### src/rtl/vntp_pkg.sv
// Shared types and constants for the vertex normal and tangent packer.
// No dependencies; used by vntp_div_stage, the top level and the bench.
package vntp_pkg;

  localparam int unsigned FRACTION_BITS_DEF = 14;

  localparam int unsigned COMP_W  = 16;
  localparam int unsigned TSUM_W  = 17;
  localparam int unsigned NUM_W   = 25;
  localparam int unsigned DEN_W   = TSUM_W + 1;
  localparam int unsigned OCT_Q_W = 7;
  localparam int unsigned DIV_STEPS = OCT_Q_W;

  localparam logic [9:0] NORM_BIAS = 10'd511;
  localparam logic [7:0] OCT_BIAS  = 8'd127;

  typedef struct packed {
    logic [29:0]        nbits;
    logic               flag;
    logic               tzero;
    logic               neg_u;
    logic               neg_v;
    logic [NUM_W-1:0]   rem_u;
    logic [NUM_W-1:0]   rem_v;
    logic [DEN_W-1:0]   den;
    logic [OCT_Q_W-1:0] q_u;
    logic [OCT_Q_W-1:0] q_v;
  } vntp_div_t;

endpackage

### src/rtl/vntp_div_stage.sv
// One registered step of the restoring divider, both octahedral lanes.
// Depends on vntp_pkg.
module vntp_div_stage #(
  parameter int unsigned SHIFT = 0
) (
  input  logic               clk_i,
  input  logic               rst_ni,
  input  logic               en_i,
  input  logic               vld_i,
  input  vntp_pkg::vntp_div_t data_i,
  output logic               vld_o,
  output vntp_pkg::vntp_div_t data_o
);
  import vntp_pkg::*;

  logic [NUM_W-1:0] dsh;
  logic [NUM_W:0]   sub_u, sub_v;
  vntp_div_t        data_d, data_q;
  logic             vld_q;

  always_comb begin
    dsh    = NUM_W'(data_i.den) << SHIFT;
    sub_u  = {1'b0, data_i.rem_u} - {1'b0, dsh};
    sub_v  = {1'b0, data_i.rem_v} - {1'b0, dsh};
    data_d = data_i;
    if (!sub_u[NUM_W]) begin
      data_d.rem_u      = sub_u[NUM_W-1:0];
      data_d.q_u[SHIFT] = 1'b1;
    end
    if (!sub_v[NUM_W]) begin
      data_d.rem_v      = sub_v[NUM_W-1:0];
      data_d.q_v[SHIFT] = 1'b1;
    end
  end

  always_ff @(posedge clk_i or negedge rst_ni) begin
    if (!rst_ni) begin
      vld_q <= 1'b0;
    end else if (en_i) begin
      vld_q <= vld_i;
    end
  end

  always_ff @(posedge clk_i) begin
    if (en_i) begin
      data_q <= data_d;
    end
  end

  assign vld_o  = vld_q;
  assign data_o = data_q;

endmodule

### src/rtl/vertex_normal_tangent_packer_top.sv
// Vertex normal and tangent packer: 10:10:10 snorm normal and 8:8 octahedral tangent.
// Depends on vntp_pkg and vntp_div_stage.
//
// Takes one vertex beat per cycle while the output is not stalled and returns
// one packed beat per vertex, in order. The seven-step restoring divider
// that rounds the two octahedral coordinates, one quotient bit per stage,
// sits behind three stages of normal quantisation and tangent projection. A
// stall on the output while a beat is held there freezes the whole pipeline
// and is passed straight back to the input.
module vertex_normal_tangent_packer_top #(
  parameter int unsigned FRACTION_BITS = vntp_pkg::FRACTION_BITS_DEF
) (
  input  logic                                clk_i,
  input  logic                                rst_ni,
  input  logic                                valid_i,
  output logic                                stall_o,
  input  logic signed [vntp_pkg::COMP_W-1:0]  normal_x_i,
  input  logic signed [vntp_pkg::COMP_W-1:0]  normal_y_i,
  input  logic signed [vntp_pkg::COMP_W-1:0]  normal_z_i,
  input  logic signed [vntp_pkg::COMP_W-1:0]  tangent_x_i,
  input  logic signed [vntp_pkg::COMP_W-1:0]  tangent_y_i,
  input  logic signed [vntp_pkg::COMP_W-1:0]  tangent_z_i,
  input  logic                                tangent_w_negative_i,
  input  logic                                has_normal_i,
  input  logic                                has_tangent_i,
  output logic                                valid_o,
  input  logic                                stall_i,
  output logic [30:0]                         normal_word_o,
  output logic [15:0]                         tangent_word_o
);
  import vntp_pkg::*;

  localparam int unsigned PW = ((FRACTION_BITS > 16) ? FRACTION_BITS : 16) + 11;
  localparam logic [PW-1:0] ONE  = PW'(1) << FRACTION_BITS;
  localparam logic [PW-1:0] HALF = PW'(1) << (FRACTION_BITS - 1);

  function automatic logic [9:0] quant_n(logic [COMP_W-1:0] n);
    logic [COMP_W:0] a;
    logic [PW-1:0]   m;
    logic [PW-1:0]   p;
    logic [8:0]      mag;
    a = n[COMP_W-1] ? (COMP_W+1)'(-{1'b1, n}) : {1'b0, n};
    m = PW'(a);
    if (m > ONE) begin
      m = ONE;
    end
    p   = (m << 9) - m + HALF;
    mag = p[FRACTION_BITS +: 9];
    return n[COMP_W-1] ? NORM_BIAS - 10'(mag) : NORM_BIAS + 10'(mag);
  endfunction

  function automatic logic [COMP_W-1:0] abs16(logic [COMP_W-1:0] n);
    return n[COMP_W-1] ? (~n + COMP_W'(1)) : n;
  endfunction

  function automatic logic [7:0] oct_bias(logic neg, logic [OCT_Q_W-1:0] mag);
    return neg ? OCT_BIAS - 8'(mag) : OCT_BIAS + 8'(mag);
  endfunction

  logic en;

  // stage 1: normal quantisation, tangent magnitudes
  logic              s1_vld_q;
  logic [29:0]       s1_nbits_q;
  logic              s1_flag_q, s1_has_t_q, s1_zneg_q, s1_neg_u_q, s1_neg_v_q;
  logic [COMP_W-1:0] s1_ax_q, s1_ay_q, s1_az_q;
  logic [29:0]       s1_nbits_d;

  // stage 2: projection sums
  logic              s2_vld_q;
  logic [29:0]       s2_nbits_q;
  logic              s2_flag_q, s2_tzero_q, s2_neg_u_q, s2_neg_v_q;
  logic [TSUM_W-1:0] s2_tsum_q, s2_mu_q, s2_mv_q;
  logic [TSUM_W-1:0] s2_tsum_d, s2_mu_d, s2_mv_d;

  // stage 3: dividend and divisor
  logic              s3_vld_q;
  vntp_div_t         s3_q, s3_d;

  logic              dv_vld [DIV_STEPS+1];
  vntp_div_t         dv_dat [DIV_STEPS+1];

  logic              out_vld_q;
  logic [30:0]       out_nword_q;
  logic [15:0]       out_tword_q;
  logic [15:0]       out_tword_d;

  assign en      = !(out_vld_q && stall_i);
  assign stall_o = !en;

  always_comb begin
    s1_nbits_d = '0;
    if (has_normal_i) begin
      s1_nbits_d = {quant_n(normal_z_i), quant_n(normal_y_i), quant_n(normal_x_i)};
    end
  end

  always_comb begin
    s2_tsum_d = TSUM_W'(s1_ax_q) + TSUM_W'(s1_ay_q) + TSUM_W'(s1_az_q);
    s2_mu_d   = s1_zneg_q ? TSUM_W'(s1_ax_q) + TSUM_W'(s1_az_q) : TSUM_W'(s1_ax_q);
    s2_mv_d   = s1_zneg_q ? TSUM_W'(s1_ay_q) + TSUM_W'(s1_az_q) : TSUM_W'(s1_ay_q);
  end

  always_comb begin
    s3_d.nbits = s2_nbits_q;
    s3_d.flag  = s2_flag_q;
    s3_d.tzero = s2_tzero_q;
    s3_d.neg_u = s2_neg_u_q;
    s3_d.neg_v = s2_neg_v_q;
    s3_d.rem_u = (NUM_W'(s2_mu_q) << 8) - (NUM_W'(s2_mu_q) << 1) + NUM_W'(s2_tsum_q);
    s3_d.rem_v = (NUM_W'(s2_mv_q) << 8) - (NUM_W'(s2_mv_q) << 1) + NUM_W'(s2_tsum_q);
    s3_d.den   = {s2_tsum_q, 1'b0};
    s3_d.q_u   = '0;
    s3_d.q_v   = '0;
  end

  always_ff @(posedge clk_i or negedge rst_ni) begin
    if (!rst_ni) begin
      s1_vld_q  <= 1'b0;
      s2_vld_q  <= 1'b0;
      s3_vld_q  <= 1'b0;
      out_vld_q <= 1'b0;
    end else if (en) begin
      s1_vld_q  <= valid_i;
      s2_vld_q  <= s1_vld_q;
      s3_vld_q  <= s2_vld_q;
      out_vld_q <= dv_vld[DIV_STEPS];
    end
  end

  always_ff @(posedge clk_i) begin
    if (en) begin
      s1_nbits_q <= s1_nbits_d;
      s1_flag_q  <= has_tangent_i && tangent_w_negative_i;
      s1_has_t_q <= has_tangent_i;
      s1_zneg_q  <= tangent_z_i[COMP_W-1];
      s1_neg_u_q <= tangent_x_i[COMP_W-1];
      s1_neg_v_q <= tangent_y_i[COMP_W-1];
      s1_ax_q    <= abs16(tangent_x_i);
      s1_ay_q    <= abs16(tangent_y_i);
      s1_az_q    <= abs16(tangent_z_i);

      s2_nbits_q <= s1_nbits_q;
      s2_flag_q  <= s1_flag_q;
      s2_tzero_q <= !s1_has_t_q || (s2_tsum_d == '0);
      s2_neg_u_q <= s1_neg_u_q;
      s2_neg_v_q <= s1_neg_v_q;
      s2_tsum_q  <= s2_tsum_d;
      s2_mu_q    <= s2_mu_d;
      s2_mv_q    <= s2_mv_d;

      s3_q <= s3_d;

      out_nword_q <= {dv_dat[DIV_STEPS].flag, dv_dat[DIV_STEPS].nbits};
      out_tword_q <= out_tword_d;
    end
  end

  assign dv_vld[0] = s3_vld_q;
  assign dv_dat[0] = s3_q;

  for (genvar i = 0; i < DIV_STEPS; i++) begin : g_div
    vntp_div_stage #(
      .SHIFT(DIV_STEPS - 1 - i)
    ) u_div_stage (
      .clk_i  (clk_i),
      .rst_ni (rst_ni),
      .en_i   (en),
      .vld_i  (dv_vld[i]),
      .data_i (dv_dat[i]),
      .vld_o  (dv_vld[i+1]),
      .data_o (dv_dat[i+1])
    );
  end

  always_comb begin
    out_tword_d = '0;
    if (!dv_dat[DIV_STEPS].tzero) begin
      out_tword_d = {oct_bias(dv_dat[DIV_STEPS].neg_v, dv_dat[DIV_STEPS].q_v),
                     oct_bias(dv_dat[DIV_STEPS].neg_u, dv_dat[DIV_STEPS].q_u)};
    end
  end

  assign valid_o        = out_vld_q;
  assign normal_word_o  = out_nword_q;
  assign tangent_word_o = out_tword_q;

endmodule

### config.mk
export PLATFORM = sky130hd
export DESIGN_NAME = vertex_normal_tangent_packer_top
export DESIGN_NICKNAME = d
export VERILOG_FILES = /design/src/rtl/vntp_pkg.sv /design/src/rtl/vntp_div_stage.sv /design/src/rtl/vertex_normal_tangent_packer_top.sv
export SDC_FILE = /design/constraint.sdc
export NUM_CORES = 2
export LEC_CHECK = 0
export BUFFER_PORTS_ARGS = -buffer_cell sky130_fd_sc_hd__buf_2
export CAP_MARGIN = 10
export CORE_MARGIN = 1
export CORE_UTILIZATION = 60
export DETAILED_ROUTE_END_ITERATION = 16
export PLACE_DENSITY = 0.77
export SYNTH_ARGS = -nofsm -noshare
export SYNTH_HDL_FRONTEND = slang
export SYNTH_SLANG_ARGS = --single-unit
### constraint.sdc
create_clock -name clk_i -period 81 [get_ports clk_i]
set_clock_uncertainty 0.1 [all_clocks]
set_input_delay 16.2 -clock clk_i [delete_from_list [all_inputs] [get_ports clk_i]]
set_output_delay 16.2 -clock clk_i [all_outputs]
set_load 0.005 [all_outputs]
==> flow_summary_export.csv <==
group,metric,value,unit
outcome,status,"finished, final reports clean",
sta,finalSetupTns,0,ns
critical_path,rrSetupSlack,76.06,ns
placement,place_ws,47.27,ns
route,drt_iter0_markers,1870,
clocking,clk_pin_slew,0.06,ns
clocking,cts_buffers,100,
sta,rsz0062_at_grt,"no",
min_path,hold_path_depth,0,
synth,yosysSeqAreaShare,0.558,
sta,final-max-slew-violation-count,0,
min_path,hp-class,"flop to flop",
clocking,cts_setup_buffers,0,
critical_path,crit_top_cell,"buf_2",
global_routing,grt_max_degree,171,
route,num_vias,33698,
critical_path,cp_max_fo,53,
floorplanning,dieArea,91500,um2
clocking,cts_resized,0,
cells_and_area,drive_gt1_frac,0.0908,
synth,yosys_most_used_dff,"edfxtp_1",
floorplanning,core_area,88900,um2
floorplanning,io_pins,152,
critical_path,worst-path-stages,4,
critical_path,crit_path_end_kind,"output port",
clocking,clock_latency,0.67,ns
critical_path,max_stage_delay,0.51,ns
critical_path,cp-start-kind,"input pin",
cells_and_area,nets,5346,
global_routing,grt_overflow,0,
floorplanning,die_y,302,um
critical_path,critical_path_buf_inv_count,3,
critical_path,r2r_cells,13,
sta,min_period,33.62,ns
flow_run,cap_violations,0,
sta,post-route-period-util,0.415,
clocking,cts_tree,"built",
sta,setup_violations,0,
cells_and_area,mostFrequentLayoutCell,"edfxtp_1",
synth,async_flop_share,0.0109,
clocking,clockBufferDepth,3,
placement,io_buffers,151,
global_routing,antenna_found_initial,0,
global_routing,grt_first_pass_wirelength,158,mm
route,drc,0,
cells_and_area,fin_area,59400,um2
synth,ys_warn_count,0,
route,dr.pass1.iters,5,
critical_path,worstPathCellList,"buf_2 > nand2_4 > inv_1 > buf_2",
synth,yosys_register_bits,1009,
placement,gp_congestion,0.891,
global_routing,grt_util_all_layers,0.213,
route,vias_per_cell,5.59,
synth,synth-edff-count,998,
placement,dpl.hpwl,71.3,mm
critical_path,crit_required,64.70,ns
placement,dpl_cell_area,56300,um2
critical_path,crit_path_top_delay_cell,"nand2_4",
cells_and_area,syn_to_final_growth,9.68,%
synth,synth.avg_cell_area,11.8,um2
synth,netlist_area,54200,um2
sta,hold_viol,0,
sta,max_freq,29.7,MHz
critical_path,worstPathArrival,17.32,ns
clocking,root_buffer,"clkbuf_16",
global_routing,grt_pass1_vias,33176,
critical_path,path_delay_family,"buffers and inverters",
cells_and_area,layout_common_cells,"998 x edfxtp_1, 418 x inv_1, 414 x ha_1",
sta,final.setup.worst_slack,47.38,ns
clocking,hold_buffers,0,
sta,slew_headroom,0.186,
synth,synthCells,4579,
clocking,htreeDepth,3,
route,ant_nets,0,
synth,ys_types,109,
floorplanning,placement_rows,109,
critical_path,crit_type,"input pin to output port",
route,wirelength,96.5,mm
sta,tightest_slew,1.22,ns
floorplanning,die_w,302,um
clocking,cts.sinks,1009,
route,wire_per_inst,16.0,um
floorplanning,initial_core_util,0.609,
==> stage by stage <==
stage	hold WS, ns	cells	util
finish	0.305	6023	0.668
detailed placement	0.305	5841	0.633
global route	0.312	6022	0.668
global placement	0.300	5841	0.633
CTS	0.308	6022	0.668
floorplan	0.300	4584	-
==> kinds of logic after synthesis <==
| family | Yosys count | synth area share |
|---|---|---|
| xor gates and xnor gates | 346 | 0.0559 |
| and+or+nand+nor | 1203 | 0.105 |
| AOI/OAI and AO/OA | 980 | 0.115 |
| muxes | 73 | 0.0147 |
| other | 1 | 0.0000692 |
| buffers and inverters | 502 | 0.0360 |
| adders and majority gates | 465 | 0.114 |
| DFF | 1009 | 0.558 |
==> registers in the layout, indices dropped and copies added, names as in the netlist, 17 cells and up <==
register	cells
g_div.u_div_stage.data_o	684
dv_dat	99
normal_word_o	31
s1_nbits_q	30
s2_nbits_q	30
s2_mu_q	17
s2_mv_q	17
s2_tsum_q	17
==> path summary, 6_finish.rpt <==
kind / startpoint / to
max: stall_i / stall_o
min: dv_dat[920] / g_div[0].u_div_stage.data_o[108]
max reg2reg: s1_ax_q[1] / s2_tzero_q
min reg2reg: dv_dat[920] / g_div[0].u_div_stage.data_o[108]
max in group asynchronous: rst_ni / g_div[5].u_div_stage.vld_o
min in group asynchronous: rst_ni / valid_o
==> per-layer routing <==
metal	vias to the layer above	GRT usage	share of wire
li1	17082	-	-
met1	15789	0.257	0.43
met2	640	0.389	0.51
met3	187	0.0307	0.035
met4	0	0.0732	0.028
met5	-	0	0
==> cells in the mapped netlist, types with 8 or more instances <==
library cell,number,area share
nand2b_1,63,0.0073
xnor2_1,219,0.035
nand2_1,361,0.025
nor2_1,347,0.024
or3_1,28,0.0032
dfrtp_1,11,0.0051
o21ai_0,306,0.028
a31oi_1,35,0.0040
mux2i_1,20,0.0037
a21o_1,70,0.0097
a211o_1,8,0.0013
edfxtp_1,998,0.55
nor2b_1,50,0.0058
a41o_1,8,0.0015
inv_1,418,0.029
o41ai_1,14,0.0023
mux2_2,52,0.011
o211ai_1,16,0.0022
o21ai_1,8,0.00074
nor4_1,15,0.0017
or4_1,12,0.0017
xor2_1,127,0.021
a21oi_1,235,0.022
or2_2,30,0.0035
o22ai_1,8,0.00092
o21a_1,29,0.0040
o2111ai_1,14,0.0023
fa_1,51,0.019
nor3_1,107,0.0099
and3_1,29,0.0033
ha_1,414,0.096
nand4_1,16,0.0018
a21boi_0,46,0.0064
a311oi_1,10,0.0016
o31ai_1,53,0.0073
a21boi_1,8,0.0011
nand3b_1,9,0.0012
o21bai_1,13,0.0018
nand3_1,71,0.0066
clkbuf_1,70,0.0049
a211oi_1,26,0.0036
and2_1,20,0.0023
==> layout make-up <==
type                            instances  area [um2]
Sequential cell                      1009       30200
Fill cell                            6474       29500
Multi-Input combinational cell       3073       22000
Clock buffer                          124        2610
Inverter                              419        1570
Tap cell                             1165        1460
Timing Repair Buffer                  175         948
Clock inverter                         57         528
Antenna cell                            1        2.50
Power is not shown: default switching activity piles up to over one toggle a cycle in this logic, so the estimate is an artifact.
